$ cat src/glef_pkg.sv
// Shared types and constants for the gray Laplacian edge filter.
// No dependencies; imported by every module of the block.
`default_nettype none
package glef_pkg;

	localparam int MAX_WIDTH    = 1024;
	localparam int HEIGHT_LIMIT = 4096;
	localparam int COL_W        = $clog2(MAX_WIDTH);
	localparam int ROW_W        = 12;
	localparam int WCFG_W       = 11;
	localparam int HCFG_W       = 13;
	localparam int CFG_DATA_W   = 13;
	localparam int CFG_IDX_W    = 1;
	localparam int PIX_W        = 8;

	localparam logic [WCFG_W-1:0] WIDTH_RESET  = WCFG_W'(640);
	localparam logic [HCFG_W-1:0] HEIGHT_RESET = HCFG_W'(480);
	localparam logic [WCFG_W-1:0] WIDTH_MIN    = WCFG_W'(3);
	localparam logic [WCFG_W-1:0] WIDTH_MAX    = WCFG_W'(MAX_WIDTH);
	localparam logic [HCFG_W-1:0] HEIGHT_MIN   = HCFG_W'(3);
	localparam logic [HCFG_W-1:0] HEIGHT_MAX   = HCFG_W'(HEIGHT_LIMIT);

	// register indexes
	localparam logic [CFG_IDX_W-1:0] REG_IMAGE_WIDTH  = 1'd0;
	localparam logic [CFG_IDX_W-1:0] REG_IMAGE_HEIGHT = 1'd1;

	// floor(s/3) for s <= 765 as (s * 683) >> 11
	localparam int GRAY_RECIP = 683;
	localparam int GRAY_SHIFT = 11;

	typedef logic [PIX_W-1:0] pix_t;

	// position of one pixel and what it causes
	typedef struct packed {
		logic [COL_W-1:0] col;
		logic [ROW_W-1:0] row;
		logic             produce;
		logic             last;
	} pos_t;

endpackage
`default_nettype wire

$ cat src/glef_position.sv
// Size registers and raster column/row counters.
// Depends on glef_pkg.
`default_nettype none
module glef_position (
	input  wire                             clk,
	input  wire                             arst_n,
	input  wire                             cfg_we,
	input  wire [glef_pkg::CFG_IDX_W-1:0]   cfg_index,
	input  wire [glef_pkg::CFG_DATA_W-1:0]  cfg_data,
	input  wire                             advance,
	output glef_pkg::pos_t                  pos
);
	import glef_pkg::*;

	logic [WCFG_W-1:0] width_cfg_q;
	logic [HCFG_W-1:0] height_cfg_q;
	logic [COL_W-1:0]  col_q;
	logic [ROW_W-1:0]  row_q;

	logic [WCFG_W-1:0] w_eff;
	logic [HCFG_W-1:0] h_eff;
	logic [HCFG_W-1:0] row_pre;
	logic [COL_W-1:0]  c_cur;
	logic [ROW_W-1:0]  r_cur;
	logic [WCFG_W-1:0] c_next;
	logic [HCFG_W-1:0] r_next;

	always_ff @(posedge clk or negedge arst_n) begin
		if (!arst_n) begin
			width_cfg_q  <= WIDTH_RESET;
			height_cfg_q <= HEIGHT_RESET;
		end else if (cfg_we) begin
			unique case (cfg_index)
				REG_IMAGE_WIDTH:  width_cfg_q  <= cfg_data[WCFG_W-1:0];
				REG_IMAGE_HEIGHT: height_cfg_q <= cfg_data[HCFG_W-1:0];
			endcase
		end
	end

	always_comb begin
		w_eff = width_cfg_q;
		if (width_cfg_q < WIDTH_MIN) w_eff = WIDTH_MIN;
		if (width_cfg_q > WIDTH_MAX) w_eff = WIDTH_MAX;
		h_eff = height_cfg_q;
		if (height_cfg_q < HEIGHT_MIN) h_eff = HEIGHT_MIN;
		if (height_cfg_q > HEIGHT_MAX) h_eff = HEIGHT_MAX;

		// counters left past the size by a mid-frame size change
		if ({1'b0, col_q} >= w_eff) begin
			c_cur   = '0;
			row_pre = {1'b0, row_q} + HCFG_W'(1);
		end else begin
			c_cur   = col_q;
			row_pre = {1'b0, row_q};
		end
		r_cur = (row_pre >= h_eff) ? '0 : row_pre[ROW_W-1:0];

		c_next = {1'b0, c_cur} + WCFG_W'(1);
		r_next = {1'b0, r_cur} + HCFG_W'(1);

		pos.col     = c_cur;
		pos.row     = r_cur;
		pos.produce = (r_cur >= ROW_W'(2)) && (c_cur >= COL_W'(2));
		pos.last    = ({1'b0, r_cur} == h_eff - HCFG_W'(1)) &&
		              ({1'b0, c_cur} == w_eff - WCFG_W'(1));
	end

	always_ff @(posedge clk or negedge arst_n) begin
		if (!arst_n) begin
			col_q <= '0;
			row_q <= '0;
		end else if (advance) begin
			if (c_next >= w_eff) begin
				col_q <= '0;
				row_q <= (r_next >= h_eff) ? '0 : r_next[ROW_W-1:0];
			end else begin
				col_q <= c_next[COL_W-1:0];
				row_q <= r_cur;
			end
		end
	end

endmodule
`default_nettype wire

$ cat config.mk
export PLATFORM = sky130hd
export DESIGN_NAME = glef_position
export DESIGN_NICKNAME = d
export VERILOG_FILES = /design/src/glef_pkg.sv /design/src/glef_position.sv
export SDC_FILE = /design/constraint.sdc
export NUM_CORES = 1
export LEC_CHECK = 0
export BUFFER_PORTS_ARGS = -buffer_cell sky130_fd_sc_hd__buf_2
export CAP_MARGIN = 10
export CORE_MARGIN = 8
export CORE_UTILIZATION = 45
export DETAILED_ROUTE_END_ITERATION = 16
export PLACE_DENSITY = 0.65
export SLEW_MARGIN = 20
export SYNTH_ARGS = -nofsm -noshare
export SYNTH_HDL_FRONTEND = slang
export SYNTH_SLANG_ARGS = --single-unit
export TNS_END_PERCENT = 5
$ cat constraint.sdc
create_clock -name clk -period 6.6 [get_ports clk]
set_input_delay 0 -clock clk [delete_from_list [all_inputs] [get_ports clk]]
set_output_delay 0 -clock clk [all_outputs]
set_load 0.01 [all_outputs]
==> impl_metrics.ini <==
[outcome]
status = complete, no violations

[clocking]
clk_path_buf_depth = 2
insertion_delay_ns = 0.30
cts.reportedPaths.clkPinSlew_ns = 0.08
htreeDepth = 2
clk_root_buffer_cell = clkbuf_16
cts_tree = built
numCtsBuffers = 5
cts_sinks = 46

[floorplanning]
rows = 39
ios = 42
coreArea_sq_um = 11300
die_h_um = 123
initial_core_util_pct = 45.7
chipWidth_um = 123
die_area_sq_um = 15100

[logic_synthesis]
synth_nets = 707
yosysTopAreaCellShare_pct = 19.5
netlist_area_sq_um = 5150
yosysUniqueCellTypes = 82
yosysTopAreaCell = dfrtp_1
synth-seq-cells = 46
yosysWarnings = 0
syn_inst = 636
synth-seq-area-share_pct = 22.5
ys.flop_type = dfrtp_1
syn_area_per_cell_sq_um = 8.09
yosys-top-cells-area = dfrtp_1 19%, ha_1 13%, nand2_1 5.8%
synth_edf_count = 0
synth-async-reset-ratio_pct = 100

[power_and_ir_drop]
p_leak_nw = 2.94
p_per_area_nw_per_um2 = 463
peakVddDrop_uv = 201

[finish]
post-route-cell-area_sq_um = 6690
multi_input_area_sq_um = 4110
mostFrequentLayoutCells = 75 x nand2_1, 74 x buf_4, 49 x ha_1
fill_cells = 957
finalNetCount = 817
ff_latch_area_sq_um = 1160
syn_to_final_growth_pct = 29.9
drive_gt1_share_pct = 31.3
n_antenna_cell = 0
fin_util_pct = 59.3
layout_commonest_cell = nand2_1
fin_cells = 890

[setup_path]
cp.required_ns = 6.83
critPathSlowestCell = or4_4
crit_fanout = 5
reg2regPathDepth = 33
slowest_delay_ns = 0.52
crit_path_frequent_cell = buf_4
endpoint_kind = register
worstSetupPathType = register to register
cp-start-kind = register
critPathArrivalTime_ns = 6.77

[hold_path]
holdPathStages = 3
hp-class = input port to register

[sta]
slew_violations = 0
max_slew.worst_pin.slew_ns = 0.959
slew_headroom_pct = 35.9
hold_slack_ns = 0.211
hold_violations = 0
fmax_ghz = 0.153
finalCriticalPeriod_ns = 6.54
setup_viol = 0
skew_ns = 0.00414
min_period_over_period_pct = 99.1
grt_setup_unrepaired = true

[drt]
drtPass1Iterations = 5
via_per_inst = 5.98
wl_per_cell_um = 19.4
drc = 0
num_vias = 5321
ant_nets = 0
drt-total-wl_um = 17300
drt_iter0_drc = 465

[grt]
grt_pass1_wl_um = 26900
gr-total-overflow = 0
grt_antenna_before_repair = 0
grt_max_degree = 47
grt.total_usage_pct = 22.5
grt_pass1_vias = 5092

[run]
cap_violations = 0

[place]
place_congestion = 0.943
place_area_sq_um = 5860
dp_hpwl_um = 12800
numPortBuffers = 41
dp.cells = 843
-- worst paths after layout --
kind | start | to | slack, ns
max | width_cfg_q[7] | row_q[11] | 0.06
min in group asynchronous | arst_n | height_cfg_q[2] | 0.26
max reg2reg | width_cfg_q[7] | row_q[11] | 0.06
min | cfg_index | width_cfg_q[10] | 0.21
max in group asynchronous | arst_n | row_q[4] | 5.92
min reg2reg | col_q[6] | col_q[6] | 0.55
-- area by class of cell --
type,instances,area share [%]
Clock inverter,3,0.393
Clock buffer,5,1.87
Tap cell,143,2.68
Sequential cell,46,17.3
Timing Repair Buffer,133,14.4
Inverter,34,1.91
Multi-Input combinational cell,526,61.5
-- worst max-delay path, delay by kind of cell (launching register included) --
kind                     cells  cell delay, ns
multiplexers                 1            0.23
adder cells (fa/ha/maj)      2            0.50
flip-flops                   1            0.38
AND/OR/NAND/NOR             11            2.39
AO/OA/AOI/OAI                5            1.09
buffers and inverters       14            1.91
-- logic make-up after synthesis --
family,after synthesis,synth area share (%)
simple gates,261,26.9
buf+inv,64,4.91
flops,46,22.5
mux,30,6.73
compound gates,134,17.9
xor+xnor,48,8.17
fa+ha+maj,53,12.9
-- power by group --
part           internal (mW)  leakage, nW  switching (mW)  total, mW
Sequential             0.356        0.540           0.130      0.486
Clock                  0.145       0.0752           0.138      0.283
Combinational           1.02         2.32            1.31       2.33
Total                   1.52         2.94            1.57       3.10
-- metrics by stage --
| step | setup slack [ns] | TNS (ns) | total power, mW |
|---|---|---|---|
| 3_3_place_gp | -0.00369 | -0.00369 | 2.41 |
| 3_5_place_dp | -0.148 | -1.01 | 2.44 |
| 4_1_cts | -0.0504 | -0.0771 | 2.84 |
| 5_1_grt | -0.150 | -1.35 | 3.31 |
| 6_report | 0.0621 | 0 | 3.10 |
| 2_1_floorplan | 0.00884 | 0 | 1.77 |
-- timing repair --
action	4_1_cts	5_1_grt
setup endpoints to repair	12	13
endpoints found under the hold margin	64	0
setup buffers	22	4
gates resized for setup	19	50
hold buffers	14	0
pin swaps	19	31
-- layer usage --
metal	track usage, %	up-vias	part of all wire [%]
li1	-	2520	-
met2	37.5	214	47
met4	6.17	0	2.3
met1	29.5	2552	44
met5	0	-	0
met3	3.84	35	7.1
-- registers in the layout, indices dropped and copies added, names as in the netlist --
name / cells
col_q: 10
height_cfg_q: 13
row_q: 12
width_cfg_q: 11
-- synth_stat cells, types with 4 or more instances --
| cell type | count |
|---|---|
| a211oi_1 | 7 |
| a21o_1 | 5 |
| a21oi_1 | 34 |
| a31oi_1 | 5 |
| and2_1 | 8 |
| and3_1 | 13 |
| buf_2 | 6 |
| clkbuf_1 | 20 |
| dfrtp_1 | 40 |
| dfstp_2 | 6 |
| ha_1 | 53 |
| inv_1 | 31 |
| mux2_2 | 24 |
| mux2i_1 | 4 |
| nand2_1 | 79 |
| nand2b_1 | 7 |
| nand3_1 | 25 |
| nand4_1 | 12 |
| nor2_1 | 47 |
| nor2b_1 | 7 |
| nor3_1 | 10 |
| nor4_1 | 9 |
| o211ai_1 | 5 |
| o21ai_0 | 30 |
| o21ai_1 | 5 |
| or3_1 | 6 |
| or4_1 | 9 |
| xnor2_1 | 32 |
| xor2_1 | 16 |
Note: power is estimated with default switching activity, not from simulation.
