==> config.mk <==
export PLATFORM = sky130hd
export DESIGN_NAME = glef_window
export DESIGN_NICKNAME = d
export VERILOG_FILES = /design/src/glef_pkg.sv /design/src/glef_window.sv
export SDC_FILE = /design/constraint.sdc
export NUM_CORES = 1
export LEC_CHECK = 0
export ABC_AREA = 1
export BUFFER_PORTS_ARGS = -buffer_cell sky130_fd_sc_hd__clkbuf_2
export CAP_MARGIN = 15
export CORE_AREA = 2 2 78 110
export DETAILED_ROUTE_END_ITERATION = 8
export DIE_AREA = 0 0 80 112
export GPL_ROUTABILITY_DRIVEN = 0
export GPL_TIMING_DRIVEN = 0
export PLACE_DENSITY = 0.48
export SYNTH_ARGS = -nofsm -noshare
export SYNTH_HDL_FRONTEND = slang
export SYNTH_SLANG_ARGS = --single-unit
==> constraint.sdc <==
create_clock -name clk -period 3.3 [get_ports clk]
set_input_delay 0 -clock clk [delete_from_list [all_inputs] [get_ports clk]]
set_output_delay 0 -clock clk [all_outputs]
set_load 0.02 [all_outputs]
==> src/glef_pkg.sv <==
// Shared types and constants for the gray Laplacian edge filter.
// No dependencies; imported by every module of the block.
`default_nettype none
package glef_pkg;

	localparam int MAX_WIDTH    = 1024;
	localparam int HEIGHT_LIMIT = 4096;
	localparam int COL_W        = $clog2(MAX_WIDTH);
	localparam int ROW_W        = 12;
	localparam int WCFG_W       = 11;
	localparam int HCFG_W       = 13;
	localparam int CFG_DATA_W   = 13;
	localparam int CFG_IDX_W    = 1;
	localparam int PIX_W        = 8;

	localparam logic [WCFG_W-1:0] WIDTH_RESET  = WCFG_W'(640);
	localparam logic [HCFG_W-1:0] HEIGHT_RESET = HCFG_W'(480);
	localparam logic [WCFG_W-1:0] WIDTH_MIN    = WCFG_W'(3);
	localparam logic [WCFG_W-1:0] WIDTH_MAX    = WCFG_W'(MAX_WIDTH);
	localparam logic [HCFG_W-1:0] HEIGHT_MIN   = HCFG_W'(3);
	localparam logic [HCFG_W-1:0] HEIGHT_MAX   = HCFG_W'(HEIGHT_LIMIT);

	// register indexes
	localparam logic [CFG_IDX_W-1:0] REG_IMAGE_WIDTH  = 1'd0;
	localparam logic [CFG_IDX_W-1:0] REG_IMAGE_HEIGHT = 1'd1;

	// floor(s/3) for s <= 765 as (s * 683) >> 11
	localparam int GRAY_RECIP = 683;
	localparam int GRAY_SHIFT = 11;

	typedef logic [PIX_W-1:0] pix_t;

	// position of one pixel and what it causes
	typedef struct packed {
		logic [COL_W-1:0] col;
		logic [ROW_W-1:0] row;
		logic             produce;
		logic             last;
	} pos_t;

endpackage
`default_nettype wire

==> src/glef_window.sv <==
// 3x3 neighborhood window and four-neighbor Laplacian with clamp.
// Depends on glef_pkg.
`default_nettype none
module glef_window (
	input  wire             clk,
	input  wire             shift_en,
	input  glef_pkg::pix_t  up_in,
	input  glef_pkg::pix_t  mid_in,
	input  glef_pkg::pix_t  gray_in,
	output glef_pkg::pix_t  edge_out
);
	import glef_pkg::*;

	pix_t top1_q, mid1_q, mid2_q, bot1_q;
	logic signed [PIX_W+3:0] lap;

	always_comb begin
		lap = $signed({4'b0, top1_q}) + $signed({4'b0, bot1_q})
		    + $signed({4'b0, mid2_q}) + $signed({4'b0, mid_in})
		    - $signed({2'b0, mid1_q, 2'b0});
		if (lap < 0)
			edge_out = '0;
		else if (lap > $signed((PIX_W+4)'(255)))
			edge_out = '1;
		else
			edge_out = lap[PIX_W-1:0];
	end

	always_ff @(posedge clk) begin
		if (shift_en) begin
			top1_q <= up_in;
			mid2_q <= mid1_q;
			mid1_q <= mid_in;
			bot1_q <= gray_in;
		end
	end

endmodule
`default_nettype wire

==> impl_results.md, run 1 <==
- Worst Path Required: 3.30 ns
- Leakage: 0.00155 uW
- Arr. time, crit path: 3.55 ns
- Slew Viols, Final: 0
- Vias in the first global route: 1694
- DR WL/cell: 9.93 microns
- Distinct cells, synth: 16
- Comb pwr share: 0.664
- NetSw: 1180 uW
- Grt ovf: 0
- Top cell type's share of synthesized area: 0.423
- Core area: 0.00800 sq mm
- Internal Power: 1590 uW
- Initial antenna violation count: 0
- Primary FF master, synth: edfxtp_1
- Hold Slack: 0.434 ns
- CP endpoint kind: output pin
- Total track usage: 0.102
- Register area: 961 sq um
- Total number of placement rows: 39
- Post-Place Cells: 361
- Layout area overhead: 43.4%
- Mapped Area: 0.00227 sq mm
- Post-synth EDFFs: 32
- Sequential element share of the synthesized area: 0.423
- Min Tclk post-route: 3.55 ns
- Global-route wire length before repair: 7060 microns
- Area contributors post-synth: edfxtp_1 (42%), fa_1 (19%), inv_1 (12%)
- Vias: 1596
- First drt pass iteration count: 3
- Most instantiated cells after synthesis: inv_1 (75), nand2_1 (39), edfxtp_1 (32)
- Die X: 80 microns
- CTS max path bufs: 2
- Area occupied by multi-input gates: 0.00123 sq mm
- Proportion of layout cells with a drive suffix above 1: 0.347
- Via-to-Cell Ratio: 4.00
- Max-cap viol count: 0
- Asr flop ratio synth: 0
- Worst slew pin tran: 0.781 ns
- Status: finished, violations left
- Worst slew margin: 0.480
- Die height: 112 microns
- Slowest stage delay, CP: 0.49 ns
- Post-Layout Cell Count: 399
- VDD IR max: 0.420 mV
- Failing checks: setup timing
- Sw Ratio: 0.426
- Worst setup SP type: flop
- Post-detail-place hpwl: 3040 microns
- Worst Clk Skew: 0.000698 ns
- Fin worst setup slack: -0.252 ns
- CTS clk-pin slew, worst paths: 0.05 ns
- Count leader, synth: inv_1
- CTS sink cnt: 32
- RSZ-0062 raised after global routing: yes
- PD cells: 849 mW/mm^2
- Clock power frac: 0.156
- Power share of the sequential group: 0.180
- I/O pin count: 34
- CTS H-Tree Depth: 2
- DRC Markers: 0
- Slowest cell on crit path: fa_1
- Die area: 0.00896 sq mm
- Largest net degree at the start of global routing: 33
- DRT iter0 DRCs: 21
- Setup Crit Path Kind: reg -> out
- Syn_nets: 289
- Port Buffers: 33
- Filler cells: 830
- Nets: 359
- Starting density of the core: 0.284
- Yosys reg bits: 32
- Cts bufs inserted: 5
- Worst Hold Class: in -> reg
- Root buffer cell: clkbuf_16
- Fin crit share: 1.08
- Final hold violation count: 0
- Synth warnings: 0
- Clock Latency Late Sink: 0.28 ns
- Antenna-violating nets left: 0
- Area leader, netlist: edfxtp_1
- Critical path fanouts, max: 8
- FMAX: 282 MHz
- Post-Route Setup TNS: -1.96 ns
- WL final: 3960 microns
- Finish-stage setup viols: 8
- Synthesized area per cell: 10.1 sq um
- Diode count: 0
- Crit path cell chain: inv_2, fa_1, fa_1, inv_1, fa_1, inv_2, ha_4, nand2_4, inv_1, a21oi_2, nand2_1, nand2_1, nand2_2, nor2_8, nand3_2, nand2_1, inv_1, clkbuf_8
- Mapped Cells: 226
- CTS tree: yes
path summary, 6_finish.rpt:
| kind | slack, ns | cells after the start | startpoint | end |
|---|---|---|---|---|
| setup reg to reg | 2.50 | 1 | mid1_q[5]$_DFFE_PP_ | mid2_q[5]$_DFFE_PP_ |
| hold reg to reg | 0.45 | 0 | mid1_q[0]$_DFFE_PP_ | mid2_q[0]$_DFFE_PP_ |
| setup / recovery | -0.25 | 18 | mid1_q[4]$_DFFE_PP_ | edge_out[2] |
| hold / removal | 0.43 | 2 | up_in[0] | top1_q[0]$_DFFE_PP_ |
stage by stage:
| step | utilization | area, sq um | setup WS, ns | power [uW] |
|---|---|---|---|---|
| finish | 0.407 | 3260 | -0.252 | 2770 |
| global route | 0.407 | 3260 | -0.445 | 3030 |
| CTS | 0.407 | 3260 | -0.276 | 2780 |
| detailed placement | 0.321 | 2570 | -0.171 | 1800 |
| global placement | 0.321 | 2570 | -0.162 | 1790 |
| floorplan | - | 2270 | 0.160 | 1520 |
cell families after synthesis:
| group | Yosys count | share of synthesized area |
|---|---|---|
| DFF | 32 | 0.423 |
| and+or+nand+nor | 74 | 0.153 |
| AOI/OAI and AO/OA | 4 | 0.00881 |
| buffers and inverters | 75 | 0.124 |
| xor gates and xnor gates | 4 | 0.0154 |
| adders and majority gates | 37 | 0.276 |
flip-flops by register name, summed over array words and instances (netlist names):
register  count
bot1_q        8
mid1_q        8
mid2_q        8
top1_q        8
critical path: cells and delay by family, from the launching register on:
kind	cells	cell delay [ns]
buf+inv	6	0.43
flops	1	0.39
compound gates	1	0.16
simple gates	7	0.67
fa+ha+maj	4	1.64
cells in the final DEF (no fill, tap or decap), drive strengths merged:
cell type / Yosys / layout
a21oi: 4 / 4
and2: 1 / 1
buf: 0 / 6
clkbuf: 0 / 38
clkinv: 0 / 3
dlygate4sd3: 0 / 24
edfxtp: 32 / 32
fa: 22 / 22
ha: 15 / 15
inv: 75 / 75
nand2: 48 / 48
nand3: 15 / 15
nand3b: 1 / 1
nand4: 1 / 1
nor2: 7 / 7
or2: 1 / 1
xnor2: 2 / 2
xor2: 2 / 2
final cells by class:
type,instances,share of cell area
multi-input combinational,119,0.378
clock buffer,5,0.0384
clock inverter,3,0.00422
timing repair buffer,63,0.160
sequential,32,0.295
tap,102,0.0391
inverter,75,0.0863
power by group through the flow:
stage               logic (uW)  clock network [uW]  registers (uW)
global placement          1280                   0             507
floorplan                 1010                   0             503
CTS                       1840                 446             500
global route              2070                 465             502
finish                    1840                 431             499
detailed placement        1290                   0             507
repair_timing:
action / in CTS / in global routing
pin swaps: 39 / 4
resized for setup: 64 / 4
buffers inserted: 6 / 0
hold buffers: 24 / 0
endpoints found under the setup margin: 8 / 8
hold endpoints to repair: 24 / 0
metal layers:
metal	GRT usage	wire, microns
met5	0	0
met4	0.0576	113
met3	0.0194	140
met2	0.183	2160
met1	0.109	1540
No activity file was read; power rests on OpenSTA's default activity.
==> run 2: changes to the inputs <==
--- a/config.mk
+++ b/config.mk
@@ -13,7 +13,7 @@
 export DIE_AREA = 0 0 80 112
 export GPL_ROUTABILITY_DRIVEN = 0
 export GPL_TIMING_DRIVEN = 0
-export PLACE_DENSITY = 0.48
+export PLACE_DENSITY = 0.51
 export SYNTH_ARGS = -nofsm -noshare
 export SYNTH_HDL_FRONTEND = slang
 export SYNTH_SLANG_ARGS = --single-unit
==> run 2 against run 1 <==
- the run still ends with setup timing left
- clock skew rose by 0.0039 ns
- clock-buffer cell count rose by 1
- critical path depth fell by 1
- core utilization fell by 0.27 points
- combinational power barely moved
- first-iteration DRC count did not move
- sequential share of layout area rose by 0.19 points
- non-clock buffer count rose by 1
- design area fell by 0.65%
- critical path type unchanged
- critical endpoint unchanged
- highest routed layer unchanged
==> impl_results.md, run 2 (synthesized netlist as in run 1, its figures left out) <==
- Initial antenna violation count: 0 (unchanged)
- Vias in the first global route: 1690 (-0.24%)
- Finish-stage setup viols: 8 (unchanged)
- R2r worst-path depth: 1 (unchanged)
- Starting density of the core: 0.284 (unchanged)
- Post-Layout Cell Count: 399 (unchanged)
- WL final: 3910 microns (-1.4%)
- RSZ-0062 raised after global routing: yes
- FMAX: 280 MHz (-0.46%)
- PD cells: 843 mW/mm^2 (-0.70%)
- Fin crit share: 1.08 (+0.00498)
- First drt pass iteration count: 4 (+1)
- I/O pin count: 34 (unchanged)
- Worst Path Required: 3.30 ns (about the same)
- Core area: 0.00800 sq mm (unchanged)
- Dpl ws: -0.176 ns (-0.00512 ns)
- Cts bufs inserted: 5 (unchanged)
- Proportion of layout cells with a drive suffix above 1: 0.343 (-0.00337)
- DRC Markers: 0 (unchanged)
- CTS tree: yes
- Worst slew margin: 0.476 (-0.00363)
- Arr. time, crit path: 3.57 ns (+0.02 ns)
- Fin worst setup slack: -0.268 ns (-0.0164 ns)
- DRT iter0 DRCs: 21 (unchanged)
- Status: finished, violations left
- Max-cap viol count: 0 (unchanged)
- Worst Hold Class: in -> reg
- CP endpoint kind: output pin
- Commonest non-fill, non-tap cell in the layout: inv_1
- Grt ovf: 0 (unchanged)
- Min Tclk post-route: 3.57 ns (+0.0164 ns)
- VDD IR max: 0.437 mV (+4.1%)
- Leakage: 0.00154 uW (-0.62%)
- Final hold violation count: 0 (unchanged)
- Die X: 80 microns (unchanged)
- Worst Clk Skew: 0.00463 ns (+0.00393 ns)
- Clock Latency Late Sink: 0.27 ns (about the same)
- Layout area overhead: 42.5%
- Setup Crit Path Kind: reg -> out
- CTS H-Tree Depth: 2 (unchanged)
- Total track usage: 0.101 (-0.000864)
- DR WL/cell: 9.79 microns (-1.4%)
- Root buffer cell: clkbuf_16
- Antenna-violating nets left: 0 (unchanged)
- Die area: 0.00896 sq mm (unchanged)
- Worst slew pin tran: 0.786 ns (+0.00544 ns)
- Worst Hold Path Cells: 2 (unchanged)
- Commonest cells after routing, fill and taps aside: inv_1 (63), nand2_1 (32), edfxtp_1 (32)
- Final design utilization: 0.405 (-0.00266)
- Placed Area: 0.00257 sq mm (unchanged)
- Port Buffers: 33 (unchanged)
- Die height: 112 microns (unchanged)
- Slew Viols, Final: 0 (unchanged)
- Vias: 1575 (-1.3%)
- Post-Place Cells: 361 (unchanged)
- CTS sink cnt: 32 (unchanged)
- Total number of placement rows: 39 (unchanged)
- CTS max path bufs: 2 (unchanged)
- Global-route wire length before repair: 6960 microns (-1.4%)
- Final instance area: 0.00324 sq mm (-0.65%)
- CTS clk-pin slew, worst paths: 0.05 ns (about the same)
- Via-to-Cell Ratio: 3.95 (-1.3%)
- R2R setup slack: 2.53 ns (+0.03 ns)
- Filler cells: 826 (-0.48%)
- Min-delay src: gray_in[4]
- Largest net degree at the start of global routing: 33 (unchanged)
- Post-detail-place hpwl: 2990 microns (-1.6%)
- R2r endpoint: mid2_q[4]$_DFFE_PP_
- Failing checks: setup timing
- Nets: 360 (+0.28%)
- Worst setup SP type: flop
- R2R Path Start: mid1_q[4]$_DFFE_PP_
- Hold EP: bot1_q[4]$_DFFE_PP_
- Critical path fanouts, max: 8 (unchanged)
- Total chip power: 2730 uW (-1.3%)
- Diode count: 0 (unchanged)
==> run 2: repair_timing <==
action / in CTS / in global routing
pin swaps: 37 / 15
hold buffers: 24 / 0
resized for setup: 49 / 18
endpoints found under the setup margin: 8 / 8
buffers inserted: 6 / 1
hold endpoints to repair: 24 / 0
==> run 2: area by class of cell <==
cell class	count	area (sq um)	share of cell area
multi-input combinational	119	1210	0.375
sequential	32	961	0.297
timing repair buffer	64	520	0.161
inverter	75	282	0.0869
clock buffer	6	129	0.0398
tap	102	128	0.0394
clock inverter	1	5.00	0.00154
==> run 2: power breakdown <==
part	internal, uW	switching, uW	leakage, uW
sequential	485	14.8	0.000313
combinational	821	987	0.00116
clock	273	150	0.0000667
total	1580	1150	0.00154
==> run 2: how the worst max path moves through the flow <==
stage,startpoint,to,slack [ns],cells past startpoint
finish,mid1_q[0]$_DFFE_PP_,edge_out[2],-0.27,17
global route,mid1_q[0]$_DFFE_PP_,edge_out[2],-0.47,17
CTS,mid1_q[5]$_DFFE_PP_,edge_out[2],-0.24,17
detailed placement,mid1_q[4]$_DFFE_PP_,edge_out[0],-0.18,18
global placement,mid1_q[4]$_DFFE_PP_,edge_out[7],-0.15,18
floorplan,top1_q[2]$_DFFE_PP_,edge_out[0],0.16,15
==> run 2: layer usage <==
| layer | vias to the layer above | GRT usage | part of all wire |
|---|---|---|---|
| li1 | 811 | - | - |
| met1 | 737 | 0.113 | 0.42 |
| met2 | 25 | 0.176 | 0.54 |
| met3 | 2 | 0.0251 | 0.027 |
| met4 | 0 | 0.0508 | 0.013 |
| met5 | - | 0 | 0 |
==> run 2: worst max-delay path: stages, from the launching register on <==
cell	delay (ns)
edfxtp_1	0.40
inv_2	0.07
fa_1	0.43
fa_1	0.53
inv_2	0.04
fa_2	0.48
fa_2	0.42
inv_2	0.06
nand3_2	0.06
nand2_2	0.09
nand2_2	0.07
nand3_2	0.08
nand2_4	0.06
nor2_8	0.17
nand3_2	0.09
nand2_1	0.06
inv_1	0.04
clkbuf_8	0.14
==> run 2: through the flow <==
stage,TNS (ns),hold WS (ns)
after floorplan,0,0.0989
after global placement,-1.17,0.178
after detailed placement,-1.37,0.179
after CTS,-1.93,0.430
after global routing,-3.53,0.444
final,-2.00,0.434
